File: src/design/svrlf_pkg.sv
package svrlf_pkg;

  // Input transaction modes.
  localparam logic [2:0] ModeReadReq    = 3'd0;
  localparam logic [2:0] ModeWriteReq   = 3'd1;
  localparam logic [2:0] ModeRxByte     = 3'd2;
  localparam logic [2:0] ModeRxError    = 3'd3;
  localparam logic [2:0] ModeNoServo    = 3'd4;
  localparam logic [2:0] ModeEndHigh    = 3'd5;
  localparam logic [2:0] ModeEndLow     = 3'd6;

  // Completion status codes.
  localparam logic [2:0] StatusOk       = 3'd0;
  localparam logic [2:0] StatusCorrupt  = 3'd1;
  localparam logic [2:0] StatusNoServo  = 3'd2;
  localparam logic [2:0] StatusNoPullup = 3'd3;
  localparam logic [2:0] StatusBusy     = 3'd4;

  // Frame bytes.
  localparam logic [7:0] HdrRequest     = 8'h96;
  localparam logic [7:0] HdrResponse    = 8'h69;
  localparam logic [7:0] LenTwo         = 8'h02;
  localparam logic [7:0] ZeroByte       = 8'h00;

  // Reply length in bytes and its counter width.
  localparam int unsigned ReplyLen      = 7;
  localparam int unsigned RxCntW        = 3;

  // Result kinds.
  localparam logic KindTx   = 1'b0;
  localparam logic KindDone = 1'b1;

  // Command queue between front and back.
  localparam int unsigned QueueDepth    = 4;
  localparam int unsigned QueuePtrW     = $clog2(QueueDepth);
  localparam int unsigned QueueCntW     = $clog2(QueueDepth + 1);

  // Position of a result within one command.
  localparam int unsigned IdxW          = 3;

  typedef enum logic [1:0] {
    CmdRead  = 2'd0,
    CmdWrite = 2'd1,
    CmdDone  = 2'd2
  } cmd_op_e;

  typedef struct packed {
    cmd_op_e     op;
    logic [7:0]  reg_addr;
    logic [7:0]  lo;
    logic [7:0]  hi;
    logic [7:0]  ck;
    logic [2:0]  status;
    logic [15:0] value;
  } cmd_t;

  typedef struct packed {
    logic        kind;
    logic [7:0]  tx_byte;
    logic        last;
    logic [2:0]  status;
    logic [15:0] read_value;
  } res_t;

endpackage

File: src/design/svrlf_front.sv
module svrlf_front (
  input  logic              clk_i,
  input  logic              rst_ni,
  input  logic              accept_i,
  input  logic [2:0]        mode_i,
  input  logic [7:0]        reg_addr_i,
  input  logic [15:0]       write_value_i,
  input  logic [7:0]        rx_byte_i,
  output logic              cmd_valid_o,
  output svrlf_pkg::cmd_t   cmd_o
);

  logic                          awaiting_q, awaiting_d;
  logic [svrlf_pkg::RxCntW-1:0]  rx_count_q, rx_count_d;
  logic [7:0]                    pending_q, pending_d;
  logic                          bad_q, bad_d;
  logic [7:0]                    sum_q, sum_d;
  logic [7:0]                    low_q, low_d;
  logic [7:0]                    high_q, high_d;
  logic                          full_reply;

  assign full_reply = (rx_count_q == svrlf_pkg::RxCntW'(svrlf_pkg::ReplyLen));

  always_comb begin
    awaiting_d  = awaiting_q;
    rx_count_d  = rx_count_q;
    pending_d   = pending_q;
    bad_d       = bad_q;
    sum_d       = sum_q;
    low_d       = low_q;
    high_d      = high_q;
    cmd_valid_o = 1'b0;
    cmd_o.op       = svrlf_pkg::CmdDone;
    cmd_o.reg_addr = reg_addr_i;
    cmd_o.lo       = write_value_i[7:0];
    cmd_o.hi       = write_value_i[15:8];
    cmd_o.ck       = reg_addr_i + svrlf_pkg::LenTwo + write_value_i[7:0] + write_value_i[15:8];
    cmd_o.status   = svrlf_pkg::StatusOk;
    cmd_o.value    = 16'd0;

    if (accept_i) begin
      if (mode_i == svrlf_pkg::ModeReadReq || mode_i == svrlf_pkg::ModeWriteReq) begin
        cmd_valid_o = 1'b1;
        if (awaiting_q) begin
          cmd_o.op     = svrlf_pkg::CmdDone;
          cmd_o.status = svrlf_pkg::StatusBusy;
        end else if (mode_i == svrlf_pkg::ModeReadReq) begin
          cmd_o.op   = svrlf_pkg::CmdRead;
          awaiting_d = 1'b1;
          rx_count_d = '0;
          bad_d      = 1'b0;
          sum_d      = 8'd0;
          pending_d  = reg_addr_i;
        end else begin
          cmd_o.op = svrlf_pkg::CmdWrite;
        end
      end else if (awaiting_q) begin
        unique case (mode_i)
          svrlf_pkg::ModeRxByte: begin
            if (!full_reply) begin
              rx_count_d = rx_count_q + 1'b1;
              unique case (rx_count_q)
                3'd0: if (rx_byte_i != svrlf_pkg::HdrResponse) bad_d = 1'b1;
                3'd1: sum_d = sum_q + rx_byte_i;
                3'd2: begin
                  if (rx_byte_i != pending_q) bad_d = 1'b1;
                  sum_d = sum_q + rx_byte_i;
                end
                3'd3: begin
                  if (rx_byte_i != svrlf_pkg::LenTwo) bad_d = 1'b1;
                  sum_d = sum_q + rx_byte_i;
                end
                3'd4: begin
                  low_d = rx_byte_i;
                  sum_d = sum_q + rx_byte_i;
                end
                3'd5: begin
                  high_d = rx_byte_i;
                  sum_d  = sum_q + rx_byte_i;
                end
                default: if (rx_byte_i != sum_q) bad_d = 1'b1;
              endcase
            end
          end
          svrlf_pkg::ModeRxError: begin
            if (!full_reply) begin
              rx_count_d = rx_count_q + 1'b1;
              bad_d      = 1'b1;
            end
          end
          svrlf_pkg::ModeNoServo, svrlf_pkg::ModeEndHigh, svrlf_pkg::ModeEndLow: begin
            cmd_valid_o = 1'b1;
            awaiting_d  = 1'b0;
            rx_count_d  = '0;
            bad_d       = 1'b0;
            sum_d       = 8'd0;
            if (mode_i == svrlf_pkg::ModeNoServo) begin
              cmd_o.status = svrlf_pkg::StatusNoServo;
            end else if (mode_i == svrlf_pkg::ModeEndLow) begin
              cmd_o.status = svrlf_pkg::StatusNoPullup;
            end else if (full_reply && !bad_q) begin
              cmd_o.status = svrlf_pkg::StatusOk;
              cmd_o.value  = {high_q, low_q};
            end else begin
              cmd_o.status = svrlf_pkg::StatusCorrupt;
            end
          end
          default: ;
        endcase
      end
    end
  end

  always_ff @(posedge clk_i or negedge rst_ni) begin
    if (!rst_ni) begin
      awaiting_q <= 1'b0;
      rx_count_q <= '0;
      pending_q  <= 8'd0;
      bad_q      <= 1'b0;
      sum_q      <= 8'd0;
      low_q      <= 8'd0;
      high_q     <= 8'd0;
    end else begin
      awaiting_q <= awaiting_d;
      rx_count_q <= rx_count_d;
      pending_q  <= pending_d;
      bad_q      <= bad_d;
      sum_q      <= sum_d;
      low_q      <= low_d;
      high_q     <= high_d;
    end
  end

endmodule

File: src/design/svrlf_cmd_queue.sv
module svrlf_cmd_queue (
  input  logic              clk_i,
  input  logic              rst_ni,
  input  logic              push_i,
  input  svrlf_pkg::cmd_t   push_data_i,
  output logic              full_o,
  input  logic              pop_i,
  output logic              valid_o,
  output svrlf_pkg::cmd_t   head_o
);

  svrlf_pkg::cmd_t                     entry_q [svrlf_pkg::QueueDepth];
  logic [svrlf_pkg::QueuePtrW-1:0]     wr_ptr_q, rd_ptr_q;
  logic [svrlf_pkg::QueueCntW-1:0]     count_q;
  logic                                do_push, do_pop;

  assign full_o  = (count_q == svrlf_pkg::QueueCntW'(svrlf_pkg::QueueDepth));
  assign valid_o = (count_q != '0);
  assign head_o  = entry_q[rd_ptr_q];
  assign do_push = push_i && !full_o;
  assign do_pop  = pop_i && valid_o;

  always_ff @(posedge clk_i) begin
    if (do_push) begin
      entry_q[wr_ptr_q] <= push_data_i;
    end
  end

  always_ff @(posedge clk_i or negedge rst_ni) begin
    if (!rst_ni) begin
      wr_ptr_q <= '0;
      rd_ptr_q <= '0;
      count_q  <= '0;
    end else begin
      if (do_push) wr_ptr_q <= wr_ptr_q + 1'b1;
      if (do_pop)  rd_ptr_q <= rd_ptr_q + 1'b1;
      if (do_push && !do_pop) begin
        count_q <= count_q + 1'b1;
      end else if (do_pop && !do_push) begin
        count_q <= count_q - 1'b1;
      end
    end
  end

endmodule

File: src/design/svrlf_back.sv
module svrlf_back (
  input  logic              clk_i,
  input  logic              rst_ni,
  input  logic              cmd_valid_i,
  input  svrlf_pkg::cmd_t   cmd_i,
  output logic              cmd_pop_o,
  output logic              res_valid_o,
  output svrlf_pkg::res_t   res_o,
  input  logic              res_pop_i
);

  logic [svrlf_pkg::IdxW-1:0] idx_q;
  logic [svrlf_pkg::IdxW-1:0] last_idx;
  logic                       out_valid_q;
  svrlf_pkg::res_t            out_q, res_d;
  logic                       advance, at_last;

  always_comb begin
    unique case (cmd_i.op)
      svrlf_pkg::CmdRead:  last_idx = 3'd4;
      svrlf_pkg::CmdWrite: last_idx = 3'd6;
      default:             last_idx = 3'd0;
    endcase
  end

  assign at_last   = (idx_q == last_idx);
  assign advance   = cmd_valid_i && (!out_valid_q || res_pop_i);
  assign cmd_pop_o = advance && at_last;

  always_comb begin
    res_d.kind       = svrlf_pkg::KindTx;
    res_d.last       = at_last;
    res_d.status     = svrlf_pkg::StatusOk;
    res_d.read_value = 16'd0;
    res_d.tx_byte    = svrlf_pkg::ZeroByte;
    if (cmd_i.op == svrlf_pkg::CmdDone) begin
      res_d.kind       = svrlf_pkg::KindDone;
      res_d.status     = cmd_i.status;
      res_d.read_value = cmd_i.value;
    end else begin
      unique case (idx_q)
        3'd0: res_d.tx_byte = svrlf_pkg::HdrRequest;
        3'd1: res_d.tx_byte = svrlf_pkg::ZeroByte;
        3'd2: res_d.tx_byte = cmd_i.reg_addr;
        3'd3: res_d.tx_byte = (cmd_i.op == svrlf_pkg::CmdRead) ? svrlf_pkg::ZeroByte
                                                               : svrlf_pkg::LenTwo;
        3'd4: res_d.tx_byte = (cmd_i.op == svrlf_pkg::CmdRead) ? cmd_i.reg_addr : cmd_i.lo;
        3'd5: res_d.tx_byte = cmd_i.hi;
        default: res_d.tx_byte = cmd_i.ck;
      endcase
    end
  end

  always_ff @(posedge clk_i) begin
    if (advance) begin
      out_q <= res_d;
    end
  end

  always_ff @(posedge clk_i or negedge rst_ni) begin
    if (!rst_ni) begin
      idx_q       <= '0;
      out_valid_q <= 1'b0;
    end else begin
      if (advance) begin
        out_valid_q <= 1'b1;
        idx_q       <= at_last ? '0 : idx_q + 1'b1;
      end else if (res_pop_i) begin
        out_valid_q <= 1'b0;
      end
    end
  end

  assign res_valid_o = out_valid_q;
  assign res_o       = out_q;

endmodule

File: src/design/servo_register_link_framer_core.sv
// Byte-level framer for a single-wire servo register link.
// Input channel: push/full. A transaction carries a mode (read request,
// write request, received byte, received byte with error, no servo, end of
// reply with the line high or low) and its payload fields.
// Result channel: empty/pop. Each result is either a byte to transmit or
// a completion with a status and the 16-bit register value.
// A read request yields five transmit bytes, a write request seven, and an
// end-of-reply or no-servo event during a reply one completion. A request made
// while a reply is still awaited yields a single busy completion.
// The front end updates the reply-tracking state in the cycle it accepts a
// transaction, so input transactions are taken back to back, one per cycle,
// while the four-entry command queue has room. The back end turns each
// queued command into results at one per cycle while the receiver keeps
// popping; each result is held in the output register while it is shown
// on the result port.
// When the receiver stalls, results wait in the output register, the queue
// fills, and full rises once all four entries are taken.
// Reset clears the reply state, the queue and the output valid flag.
module servo_register_link_framer_core (
  input  logic        clk_i,
  input  logic        rst_ni,
  input  logic        push,
  output logic        full,
  input  logic [2:0]  mode_i,
  input  logic [7:0]  reg_addr_i,
  input  logic [15:0] write_value_i,
  input  logic [7:0]  rx_byte_i,
  output logic        empty,
  input  logic        pop,
  output logic        kind_o,
  output logic [7:0]  tx_byte_o,
  output logic        last_o,
  output logic [2:0]  status_o,
  output logic [15:0] read_value_o
);

  logic             accept;
  logic             cmd_valid;
  svrlf_pkg::cmd_t  cmd;
  logic             head_valid;
  svrlf_pkg::cmd_t  head;
  logic             head_pop;
  logic             res_valid;
  svrlf_pkg::res_t  res;

  // Every accepted transaction goes through the front end; only those that
  // produce results occupy a queue entry.
  assign accept = push && !full;

  svrlf_front u_front (
    .clk_i         (clk_i),
    .rst_ni        (rst_ni),
    .accept_i      (accept),
    .mode_i        (mode_i),
    .reg_addr_i    (reg_addr_i),
    .write_value_i (write_value_i),
    .rx_byte_i     (rx_byte_i),
    .cmd_valid_o   (cmd_valid),
    .cmd_o         (cmd)
  );

  svrlf_cmd_queue u_queue (
    .clk_i       (clk_i),
    .rst_ni      (rst_ni),
    .push_i      (cmd_valid),
    .push_data_i (cmd),
    .full_o      (full),
    .pop_i       (head_pop),
    .valid_o     (head_valid),
    .head_o      (head)
  );

  svrlf_back u_back (
    .clk_i       (clk_i),
    .rst_ni      (rst_ni),
    .cmd_valid_i (head_valid),
    .cmd_i       (head),
    .cmd_pop_o   (head_pop),
    .res_valid_o (res_valid),
    .res_o       (res),
    .res_pop_i   (pop)
  );

  assign empty        = !res_valid;
  assign kind_o       = res.kind;
  assign tx_byte_o    = res.tx_byte;
  assign last_o       = res.last;
  assign status_o     = res.status;
  assign read_value_o = res.read_value;

endmodule

File: config.mk
export PLATFORM = sky130hd
export DESIGN_NAME = servo_register_link_framer_core
export DESIGN_NICKNAME = d
export VERILOG_FILES = /design/src/design/svrlf_pkg.sv /design/src/design/svrlf_front.sv /design/src/design/svrlf_cmd_queue.sv /design/src/design/svrlf_back.sv /design/src/design/servo_register_link_framer_core.sv
export SDC_FILE = /design/constraint.sdc
export NUM_CORES = 1
export LEC_CHECK = 0
export BUFFER_PORTS_ARGS = -buffer_cell sky130_fd_sc_hd__buf_2
export CAP_MARGIN = 20
export CORE_MARGIN = 4
export CORE_UTILIZATION = 55
export DETAILED_ROUTE_END_ITERATION = 6
export GPL_TIMING_DRIVEN = 0
export PLACE_DENSITY = 0.76
export SLEW_MARGIN = 0
export SYNTH_ARGS = -nofsm -noshare
export SYNTH_HDL_FRONTEND = slang
export SYNTH_SLANG_ARGS = --single-unit
export TNS_END_PERCENT = 100
File: constraint.sdc
create_clock -name clk_i -period 3.1 [get_ports clk_i]
set_clock_uncertainty 0.15 [all_clocks]
set_input_delay 0.62 -clock clk_i [delete_from_list [all_inputs] [get_ports clk_i]]
set_output_delay 0.62 -clock clk_i [all_outputs]
set_load 0.03 [all_outputs]
* After elaboration in Yosys (flattened, before gate mapping)
Memories as Yosys holds them, arrays and structs flattened. Cells that the tools add are included.
Storage, ports and cells: memory bits (writable) 212, bits in latches 0, flip-flop bits (word level) 77, bits of input ports 39, memories 1, ROM bits 0
Cells by class: bitwise operators 3, mux-type cells 62, multiply operators 0, divide/modulo/power cells 0, $lt $le $gt $ge 0, equal/unequal tests 35, shift-type cells 0, $add $sub $neg 10, reductions and logical operators 37
Memory list:
- u_queue.entry_q | depth 4, width 53, rd ports 1, clocked after Yosys merged registers in 0, wr ports 1, RTL line svrlf_cmd_queue.sv:12 | svrlf_pkg::cmd_t entry_q [svrlf_pkg::QueueDepth];
Operator list (count):
- $mux W16 | 4
- $mux W19 | 3
- $mux W8 | 7
- $pmux W8 S6 | 1
- $mux W3 | 12
- $eq A3 B3 Y1 const B | 9
- $mux W1 | 26
- $add A8 B8 Y8 | 3
- $eq A3 B2 Y1 const B | 6
- $reduce_and A6 Y1 | 3
- $ne A8 B8 Y1 | 2
- $pmux W8 S2 | 1
- $ne A4 B2 Y1 const B | 3
- $pmux W3 S2 | 2
- $reduce_and A12 Y1 | 1
- $add A3 B1 Y3 const B | 3
- $eq A3 B1 Y1 const B | 3
- $logic_not A3 Y1 | 3
- $ne A3 B3 Y1 const B | 3
- $reduce_bool A3 Y1 | 3
- $add A8 B2 Y8 const B | 1
- $logic_and A1 B1 Y1 | 8
- $mux W2 | 4
- $ne A8 B2 Y1 const B | 1
- 22 further kinds | 35

* Logic depth before layout (Yosys ltp)
Gate-level depths: netlist (run 1).
depth in word-level cells 11, depth in mapped cells 13, depth with buffers taken out 11

* Modules after synthesis
A second synthesis (run 1) with hierarchy kept.
Unflattened totals: cell total of the unflattened synthesis 728, area total of the unflattened synthesis 12653.4 um2
Modules (own cells, without submodules):
- svrlf_cmd_queue | times used 1, cells each 312, area each 8135.3 um2
- svrlf_front | times used 1, cells each 292, area each 2937.8 um2
- svrlf_back | times used 1, cells each 122, area each 1562.7 um2
- servo_register_link_framer_core | times used 1, cells each 2, area each 17.5 um2

* Least setup slack after synthesis (run 1)
No wires, ideal clock.
path kind input-to-reg, start point input port mode_i[2], end point memory u_queue.entry_q[0][0] (netlist bit), enable pin, slack -0.359 ns, required time 2.534 ns, arrival 2.893 ns, path buffers 1, stages 4, path through clkbuf_1 a21boi_0 a211oi_1 and2_1
On the way: word-level cells in the longest chain between the ends 9, elaborated cells between the ends (all ways) 14, classes of those cells eq/ne: 4; mux: 6; reduce/logical: 4
RTL lines:
- from (decl) | RTL line servo_register_link_framer_core.sv:24 | input logic [2:0] mode_i,
- $eq A3 B3 Y1 | RTL line svrlf_front.sv:58 | unique case (mode_i)
- $reduce_or A3 Y1 | RTL line svrlf_front.sv:58
- $mux W1 | RTL line svrlf_front.sv:58
- $mux W1 | RTL line svrlf_front.sv:57 | end else if (awaiting_q) begin
- $mux W1 (*) | RTL line svrlf_front.sv:42 | if (mode_i == svrlf_pkg::ModeReadReq || mode_i == svrlf_pkg::ModeWriteReq) begin
- $mux W1 (*) | RTL line svrlf_front.sv:41 | if (accept_i) begin
- $logic_and A1 B1 Y1 (*) | RTL line svrlf_cmd_queue.sv:20 | assign do_push = push_i && !full_o;
- via u_queue.do_push | RTL line svrlf_cmd_queue.sv:15 | logic do_push, do_pop;
- $mux W1 (*) | RTL line svrlf_cmd_queue.sv:24 | if (do_push) begin
- $mux W1 (not written as such) (*) | RTL line svrlf_cmd_queue.sv:25 | entry_q[wr_ptr_q] <= push_data_i;
- to (decl) | RTL line svrlf_cmd_queue.sv:12
The timed path passes the listed nets; every way through them passes the cells marked *.

* Final worst setup path (run 1)
start point register u_queue.rd_ptr_q[0] (netlist bit), end point register u_queue.count_q[1] (netlist bit)
On the way: word-level cells in the longest chain between the ends 9, elaborated cells between the ends (all ways) 12, classes of those cells eq/ne: 2; mux: 2; reduce/logical: 7; memory: 1
RTL lines:
- from (decl) | RTL line svrlf_cmd_queue.sv:13 | logic [svrlf_pkg::QueuePtrW-1:0] wr_ptr_q, rd_ptr_q;
- from (signal assigned) | RTL line svrlf_cmd_queue.sv:36 | if (do_pop) rd_ptr_q <= rd_ptr_q + 1'b1;
- $mem_v2 Z4 W53 (*)
- $eq A2 B1 Y1 or $logic_not A2 Y1 (tied branches) | RTL line svrlf_back.sv:19 | unique case (cmd_i.op)
- $pmux W3 S2 (*) | RTL line svrlf_back.sv:19
- $eq A3 B3 Y1 (*) | RTL line svrlf_back.sv:26 | assign at_last = (idx_q == last_idx);
- $logic_and A1 B1 Y1 (*) | RTL line svrlf_back.sv:28 | assign cmd_pop_o = advance && at_last;
- $logic_and A1 B1 Y1 (*) | RTL line svrlf_cmd_queue.sv:21 | assign do_pop = pop_i && valid_o;
- $logic_not A1 Y1 | RTL line svrlf_cmd_queue.sv:37 | if (do_push && !do_pop) begin
- $logic_and A1 B1 Y1 | RTL line svrlf_cmd_queue.sv:37
- $mux W3 or $reduce_bool A2 Y1 (tied branches)
- to (signal assigned) | RTL line svrlf_cmd_queue.sv:38 | count_q <= count_q + 1'b1;
- to (signal assigned) | RTL line svrlf_cmd_queue.sv:40 | count_q <= count_q - 1'b1;
- to (decl) | RTL line svrlf_cmd_queue.sv:14 | logic [svrlf_pkg::QueueCntW-1:0] count_q;
Every way passes the cells marked *; elsewhere a longest branch is shown, timed or not. A chain may end at the register's enable or synchronous reset.

==> out/results.txt, run 1 <==
run status - finished, final reports clean
H-tree level count - 1
I/O Pins - 70
port bufs - 66
count of unique library cells instantiated by Yosys - 55
kind of start point of the critical path - register
crit path capture type - register
number of sinks on the clock net - 289
clock tree from TritonCTS - done
count of filler cells inserted in the layout - 1485
Initial Utilization - 56.3%
share of the cycle needed by the critical path after routing - 99.5%
synthesis-stage register bit count - 289
drc violations - 0
worst path cell trace - buf_12 > mux4_2 > or4_4 > o211ai_2 > and2_4 > nand2_8 > ha_4 > inv_2 > fa_1 > mux2_4
cell at the root of the clock tree - clkbuf_16
delay of the slowest cell on the worst path - 0.50 ns
proportion of synthesized flip-flops having asynchronous set or reset - 16.6%
post-synthesis instance total - 702
post-route minimum period - 3.09 ns
power consumption - 12800 µW
setup repair after global routing missed its margin - true
startpoint-to-endpoint class of the critical path - register to register
Clock transition at path regs - 0.06 ns
Via density - 6.02
# Max-Cap Violations - 0
average wire length per cell after detail routing - 23.0 µm
sequential cell area - 8440 µm²
area fraction of the dominant cell type after synthesis - 58.6%
number of DRC markers in iteration 0 - 767
count of flip-flops with a built-in enable after synthesis - 241
area of the multi-input gates - 3780 µm²
Hold Crit Class - input port to register
top post-synthesis cells by area - edfxtp_1, dfrtp_1, mux4_2
largest driver fanout on the critical path - 4
total routed wirelength - 25600 µm
proportion of synthesized chip area in sequential cells - 68.3%
final number of max-transition violations - 0
weighted congestion reported at the end of routability-driven placement - 0.874
vias in the first global route - 7059
hold violation total from the final report - 0
most area-hungry cell type in the Yosys netlist - edfxtp_1
global-route congestion overflow total - 0
layout cells sized above 1 - 25.7%
total standard cell area after synthesis - 12400 µm²
headroom to the max-slew limit - 40.1%
Max Root-Sink Buffers - 3
chip height - 158 µm
clock latency of the later-clocked register in the worst-skew pair - 0.53 ns
Tot GR Track Use - 20.9%
antenna violations before repair - 0
Core ar. - 22000 µm²
count of antenna-violating nets left after detailed routing - 0
Final Instance Count excl. Fillers - 1112
number of antenna cells inserted - 0
Vias - 6691
global-route wire length before repair - 39900 µm
Total Neg Setup Slack - 0 ns
Setup Slack @ Placement - -0.351 ns
Num CTS Buffers - 29
area added between synthesis and finish - 14.0%
master of the slowest instance on the critical path - mux4_2
final standard cell utilization of the core - 64.1%
required time reported for the critical path endpoint - 3.35 ns
synthesized area per cell - 17.6 µm²
dpl cells - 1050
detailed placement HPWL - 16300 µm
worst reg2reg startpoint - u_queue.rd_ptr_q[0]
Min-Delay Startpoint - pop
detailed-router iteration count before antenna repair - 5
net count after synthesis - 785
Main synth FF type - edfxtp_1
peak clock frequency supported by timing - 0.324 GHz
num rows - 54
final worst slack - 0.0143 ns
Max VDD drop - 0.000524 V
Total Die Area - 24900 µm²
number of nets in the final layout - 893
number of synthesis warnings - 0
leakage power of the design - 0.00525 µW
width of the die - 158 µm
data arrival time of the critical path - 3.34 ns
origin of the worst setup path - u_queue.rd_ptr_q[0]
Setup Viol. Count Final - 0
maximum number of pins on one net before global-route repair - 54
total power divided by cell area - 906 nW/µm²
slew at the pin with the worst max-slew slack - 0.890 ns
## metal layers
layer,up-vias,track usage (%),routed length (µm),part of all wire [%]
met3,41,3.25,1510,5.9
met5,-,0,0,0
met1,3446,29.2,10600,41
met2,256,35.4,13000,51
met4,0,4.83,464,1.8
li1,2948,-,-,-
## critical path, delay by kind of cell, from the launching register on
kind                       cells  cell delay (ns)
muxes                          2             0.79
and+or+nand+nor                3             0.73
adders and majority gates      2             0.60
DFF                            1             0.42
buffers and inverters          2             0.17
AOI/OAI and AO/OA              1             0.09
## cell type report
| class | count | share of cell area [%] |
|---|---|---|
| flip-flops and latches | 289 | 59.9 |
| multi-input cells | 364 | 26.8 |
| clock buffers | 37 | 5.37 |
| repair buffers | 78 | 3.22 |
| well taps | 280 | 2.49 |
| plain buffers | 21 | 0.808 |
| inverters | 27 | 0.719 |
| clock inverters | 16 | 0.675 |
## synth_stat cells (12+ instances only)
cell	count
dfrtp_1	48
mux4_2	51
xor2_1	15
and2_1	41
nor2_1	19
edfxtp_1	241
ha_1	35
clkbuf_1	12
a21oi_1	13
nand2_1	23
inv_1	27
xnor2_1	14
o21ai_0	16
mux2_2	25
## cell families after synthesis
family	synth area share [%]
AO/OA/AOI/OAI	4.50
XOR/XNOR	2.32
adder cells (fa/ha/maj)	5.00
buffers and inverters	1.69
flip-flops	68.3
multiplexers	12.5
AND/OR/NAND/NOR	5.76
## placed cells by master, fill, tap and decap left out, drive strengths merged, types with 12 or more instances in the layout
master,n
edfxtp,241
buf,85
mux4,54
clkbuf,50
dfrtp,48
and2,41
ha,35
inv,27
mux2,25
nand2,24
nor2,19
o21ai,16
xnor2,16
xor2,15
clkinv,14
a21oi,13
nand3,12
## power breakdown
group	switching, µW	leakage (µW)	total, µW	internal, µW
clock network	1370	0.000412	3160	1790
registers	280	0.00286	5390	5110
logic	2480	0.00198	4210	1730
total	4130	0.00525	12800	8630
## sequential cells by signal, summed over array words and instances (netlist names), 3 cells and up
| register | count |
|---|---|
| u_front.rx_count_q | 3 |
| u_queue.entry_q | 212 |
| u_front.pending_q | 8 |
| u_queue.count_q | 3 |
| u_front.high_q | 8 |
| u_front.low_q | 8 |
| u_back.res_o | 29 |
| u_back.idx_q | 3 |
| u_front.sum_q | 8 |
## worst paths after layout
| kind | slack [ns] | cells past startpoint | end |
|---|---|---|---|
| setup / recovery | 0.01 | 10 | u_queue.count_q[1] |
| hold / removal | 0.15 | 2 | u_back.res_valid_o |
| setup reg to reg | 0.01 | 10 | u_queue.count_q[1] |
| hold reg to reg | 0.35 | 1 | u_front.high_q[4] |
| max in group asynchronous | 1.88 | 3 | u_back.idx_q[2] |
| min in group asynchronous | 0.41 | 2 | u_back.res_valid_o |
## repair_timing
action                                 CTS  global route
hold buffers                             0             1
resized for setup                       13             4
setup endpoints to repair               30            25
endpoints found under the hold margin    0            16
pin swaps                                2             2
buffers inserted                         4             4
## metrics by stage
stage | hold WS, ns | cell area [µm²]
2_1_floorplan | 0.174 | 12400
3_3_place_gp | 0.335 | 13000
3_5_place_dp | 0.337 | 13100
4_1_cts | 0.130 | 14000
5_1_grt | 0.149 | 14100
6_report | 0.152 | 14100
(Power assumes the default switching activity.)
==> run 2, diff against run 1 <==
--- a/config.mk
+++ b/config.mk
@@ -7,6 +7,7 @@
 export LEC_CHECK = 0
 export BUFFER_PORTS_ARGS = -buffer_cell sky130_fd_sc_hd__buf_2
 export CAP_MARGIN = 20
+export CORE_ASPECT_RATIO = 2
 export CORE_MARGIN = 4
 export CORE_UTILIZATION = 55
 export DETAILED_ROUTE_END_ITERATION = 6
==> constraint.sdc (replaced) <==
create_clock -name clk_i -period 2.55 [get_ports clk_i]
set_clock_uncertainty 0.15 [all_clocks]
set_input_delay 0.51 -clock clk_i [delete_from_list [all_inputs] [get_ports clk_i]]
set_output_delay 0.51 -clock clk_i [all_outputs]
set_load 0.03 [all_outputs]
==> out/results.txt, run 2 (same netlist as run 1, synthesis figures left out) <==
run status - finished, violations left (was finished, final reports clean)
failing checks - negative setup slack
number of DRC markers in iteration 0 - 465 (was 767)
H-tree level count - 1 (unchanged)
headroom to the max-slew limit - 53.0% (was 40.1%)
Core ar. - 22200 µm² (was 22000 µm²)
final number of max-transition violations - 0 (unchanged)
drc violations - 0 (unchanged)
delay of the slowest cell on the worst path - 0.55 ns (was 0.50 ns)
Initial Utilization - 55.8% (was 56.3%)
post-route minimum period - 2.96 ns (was 3.09 ns)
area added between synthesis and finish - 15.0% (was 14.0%)
peak clock frequency supported by timing - 0.338 GHz (was 0.324 GHz)
num rows - 77 (was 54)
maximum number of pins on one net before global-route repair - 49 (was 54)
flip-flop count of the largest register, all copies and words added - 212 (unchanged)
global-route congestion overflow total - 0 (unchanged)
layout cells sized above 1 - 30.2% (was 25.7%)
most frequent standard cell in the layout excluding fill and tap cells - edfxtp_1 (unchanged)
Setup Slack @ Placement - -0.722 ns (was -0.351 ns)
clock tree from TritonCTS - done (unchanged)
antenna violations before repair - 0 (unchanged)
Tot GR Track Use - 22.6% (was 20.9%)
Area after DPL - 13100 µm² (about the same)
Setup Viol. Count Final - 2 (was 0)
flop2flop setup slack - -0.41 ns (was 0.01 ns)
data arrival time of the critical path - 3.22 ns (was 3.34 ns)
master of the slowest instance on the critical path - mux4_2 (unchanged)
Most flops, register - u_queue.entry_q (unchanged)
largest driver fanout on the critical path - 2 (was 4)
number of nets in the final layout - 891 (was 893)
weighted congestion reported at the end of routability-driven placement - 0.845 (was 0.874)
worst reg2reg startpoint - u_queue.rd_ptr_q[0] (unchanged)
required time reported for the critical path endpoint - 2.81 ns (was 3.35 ns)
global-route wire length before repair - 42100 µm (was 39900 µm)
Vias - 6739 (was 6691)
kind of start point of the critical path - register (unchanged)
# Max-Cap Violations - 0 (unchanged)
average wire length per cell after detail routing - 25.0 µm (was 23.0 µm)
hold path endpoint - u_queue.entry_q[3][36] (was u_back.res_valid_o)
Non-Filler Cell Area, Final - 14200 µm² (was 14100 µm²)
startpoint-to-endpoint class of the critical path - register to register (unchanged)
final worst slack - -0.410 ns (was 0.0143 ns)
worst path cell trace - mux4_2 > or4_4 > o211ai_2 > and2_4 > nand2_4 > ha_4 > inv_2 > fa_1 > mux2_2 (was buf_12 > mux4_2 > or4_4 > o211ai_2 > and2_4 > nand2_8 > ha_4 > inv_2 > fa_1 > mux2_4)
Clock transition at path regs - 0.07 ns (was 0.06 ns)
Via density - 6.12 (was 6.02)
crit path capture type - register (unchanged)
share of the cycle needed by the critical path after routing - 116% (was 99.5%)
destination of the worst register-to-register timing path - u_queue.count_q[1] (unchanged)
commonest cells after routing, fill and taps aside - edfxtp_1, buf_2, mux4_2, dfrtp_1, and2_1 (unchanged)
total routed wirelength - 27500 µm (was 25600 µm)
Min-Delay Path Depth - 1 (was 2)
Hold Crit Class - input port to register (unchanged)
cell count of the worst reg-to-reg path - 9 (was 10)
setup repair after global routing missed its margin - true (unchanged)
port bufs - 66 (unchanged)
clock latency of the later-clocked register in the worst-skew pair - 0.53 ns (about the same)
hold violation total from the final report - 0 (unchanged)
Total Die Area - 25100 µm² (was 24900 µm²)
detailed placement HPWL - 18000 µm (was 16300 µm)
width of the die - 114 µm (was 158 µm)
vias in the first global route - 7258 (was 7059)
detailed-router iteration count before antenna repair - 5 (unchanged)
chip height - 220 µm (was 158 µm)
Max Root-Sink Buffers - 3 (unchanged)
Num CTS Buffers - 24 (was 29)
count of antenna-violating nets left after detailed routing - 0 (unchanged)
I/O Pins - 70 (unchanged)
cell at the root of the clock tree - clkbuf_16 (unchanged)
number of sinks on the clock net - 289 (unchanged)
Min-Delay Startpoint - write_value_i[1] (was pop)
count of filler cells inserted in the layout - 1508 (was 1485)
leakage power of the design - 0.00531 µW (was 0.00525 µW)
slew at the pin with the worst max-slew slack - 0.703 ns (was 0.890 ns)
total power divided by cell area - 1120 nW/µm² (was 906 nW/µm²)
Max VDD drop - 0.000602 V (was 0.000524 V)
## run 2: critical path: cells and delay by family, from the launching register on
| family | cells | cell delay [ns] |
|---|---|---|
| flip-flops | 1 | 0.41 |
| multiplexers | 2 | 0.81 |
| AND/OR/NAND/NOR | 3 | 0.76 |
| adder cells (fa/ha/maj) | 2 | 0.57 |
| AO/OA/AOI/OAI | 1 | 0.09 |
| buffers and inverters | 1 | 0.06 |
## run 2: metrics by stage
step | utilization, % | hold slack [ns] | cells | total power, µW | setup TNS (ns)
3_3_place_gp | 59.0 | 0.333 | 1044 | 11400 | -215.06
6_report | 64.2 | 0.0716 | 1102 | 15900 | -0.761
4_1_cts | 63.6 | 0.0551 | 1097 | 15900 | -0.731
5_1_grt | 64.2 | 0.0699 | 1101 | 16600 | -1.01
2_1_floorplan | - | 0.0644 | 702 | 10100 | -31.24
3_5_place_dp | 59.0 | 0.338 | 1045 | 11600 | -132.82
## run 2: layout make-up
cell class                      instances  area, µm²  area share (%)
Timing Repair Buffer                   78        437            3.07
Multi-Input combinational cell        368       3900            27.4
Antenna cell                            1       2.50          0.0176
Clock buffer                           27        633            4.45
Clock inverter                         16        219            1.54
Buffer                                 20        141           0.994
Tap cell                              276        345            2.43
Inverter                               27        104           0.730
Sequential cell                       289       8440            59.4
## run 2: repair_timing
| item | in CTS | in global routing |
|---|---|---|
| resized for setup | 35 | 19 |
| endpoints found under the setup margin | 302 | 300 |
| cloned | 4 | 0 |
| setup buffers | 7 | 2 |
| endpoints found under the hold margin | 0 | 12 |
| pin swaps | 6 | 2 |
| hold buffers | 0 | 1 |
## run 2: worst max-delay path by stage
| stage | start | to | slack [ns] | cells past startpoint |
|---|---|---|---|---|
| 3_3_place_gp | mode_i[1] | u_queue.entry_q[1][36] | -0.88 | 5 |
| 3_5_place_dp | u_back.idx_q[1] | u_back.res_o[21] | -0.72 | 8 |
| 2_1_floorplan | u_queue.rd_ptr_q[0] | u_queue.count_q[1] | -0.45 | 11 |
| 5_1_grt | u_queue.rd_ptr_q[0] | u_queue.count_q[1] | -0.50 | 9 |
| 4_1_cts | u_queue.rd_ptr_q[0] | u_queue.count_q[1] | -0.41 | 10 |
| 6_report | u_queue.rd_ptr_q[0] | u_queue.count_q[1] | -0.41 | 9 |
## run 2: routing by layer
layer	wire [µm]	up-vias	global-route usage, %	share of wire [%]
met2	15800	249	43.7	58
met4	1320	0	10.2	4.8
met1	9090	3484	23.9	33
met3	1280	60	2.58	4.7
li1	-	2946	-	-
met5	0	-	0	0
## run 2: power by group
part           total [µW]  leakage, µW  internal (µW)  switching, µW
sequential           6570      0.00286           6210            366
combinational        5370      0.00204           2210           3160
clock                3960     0.000411           2310           1650
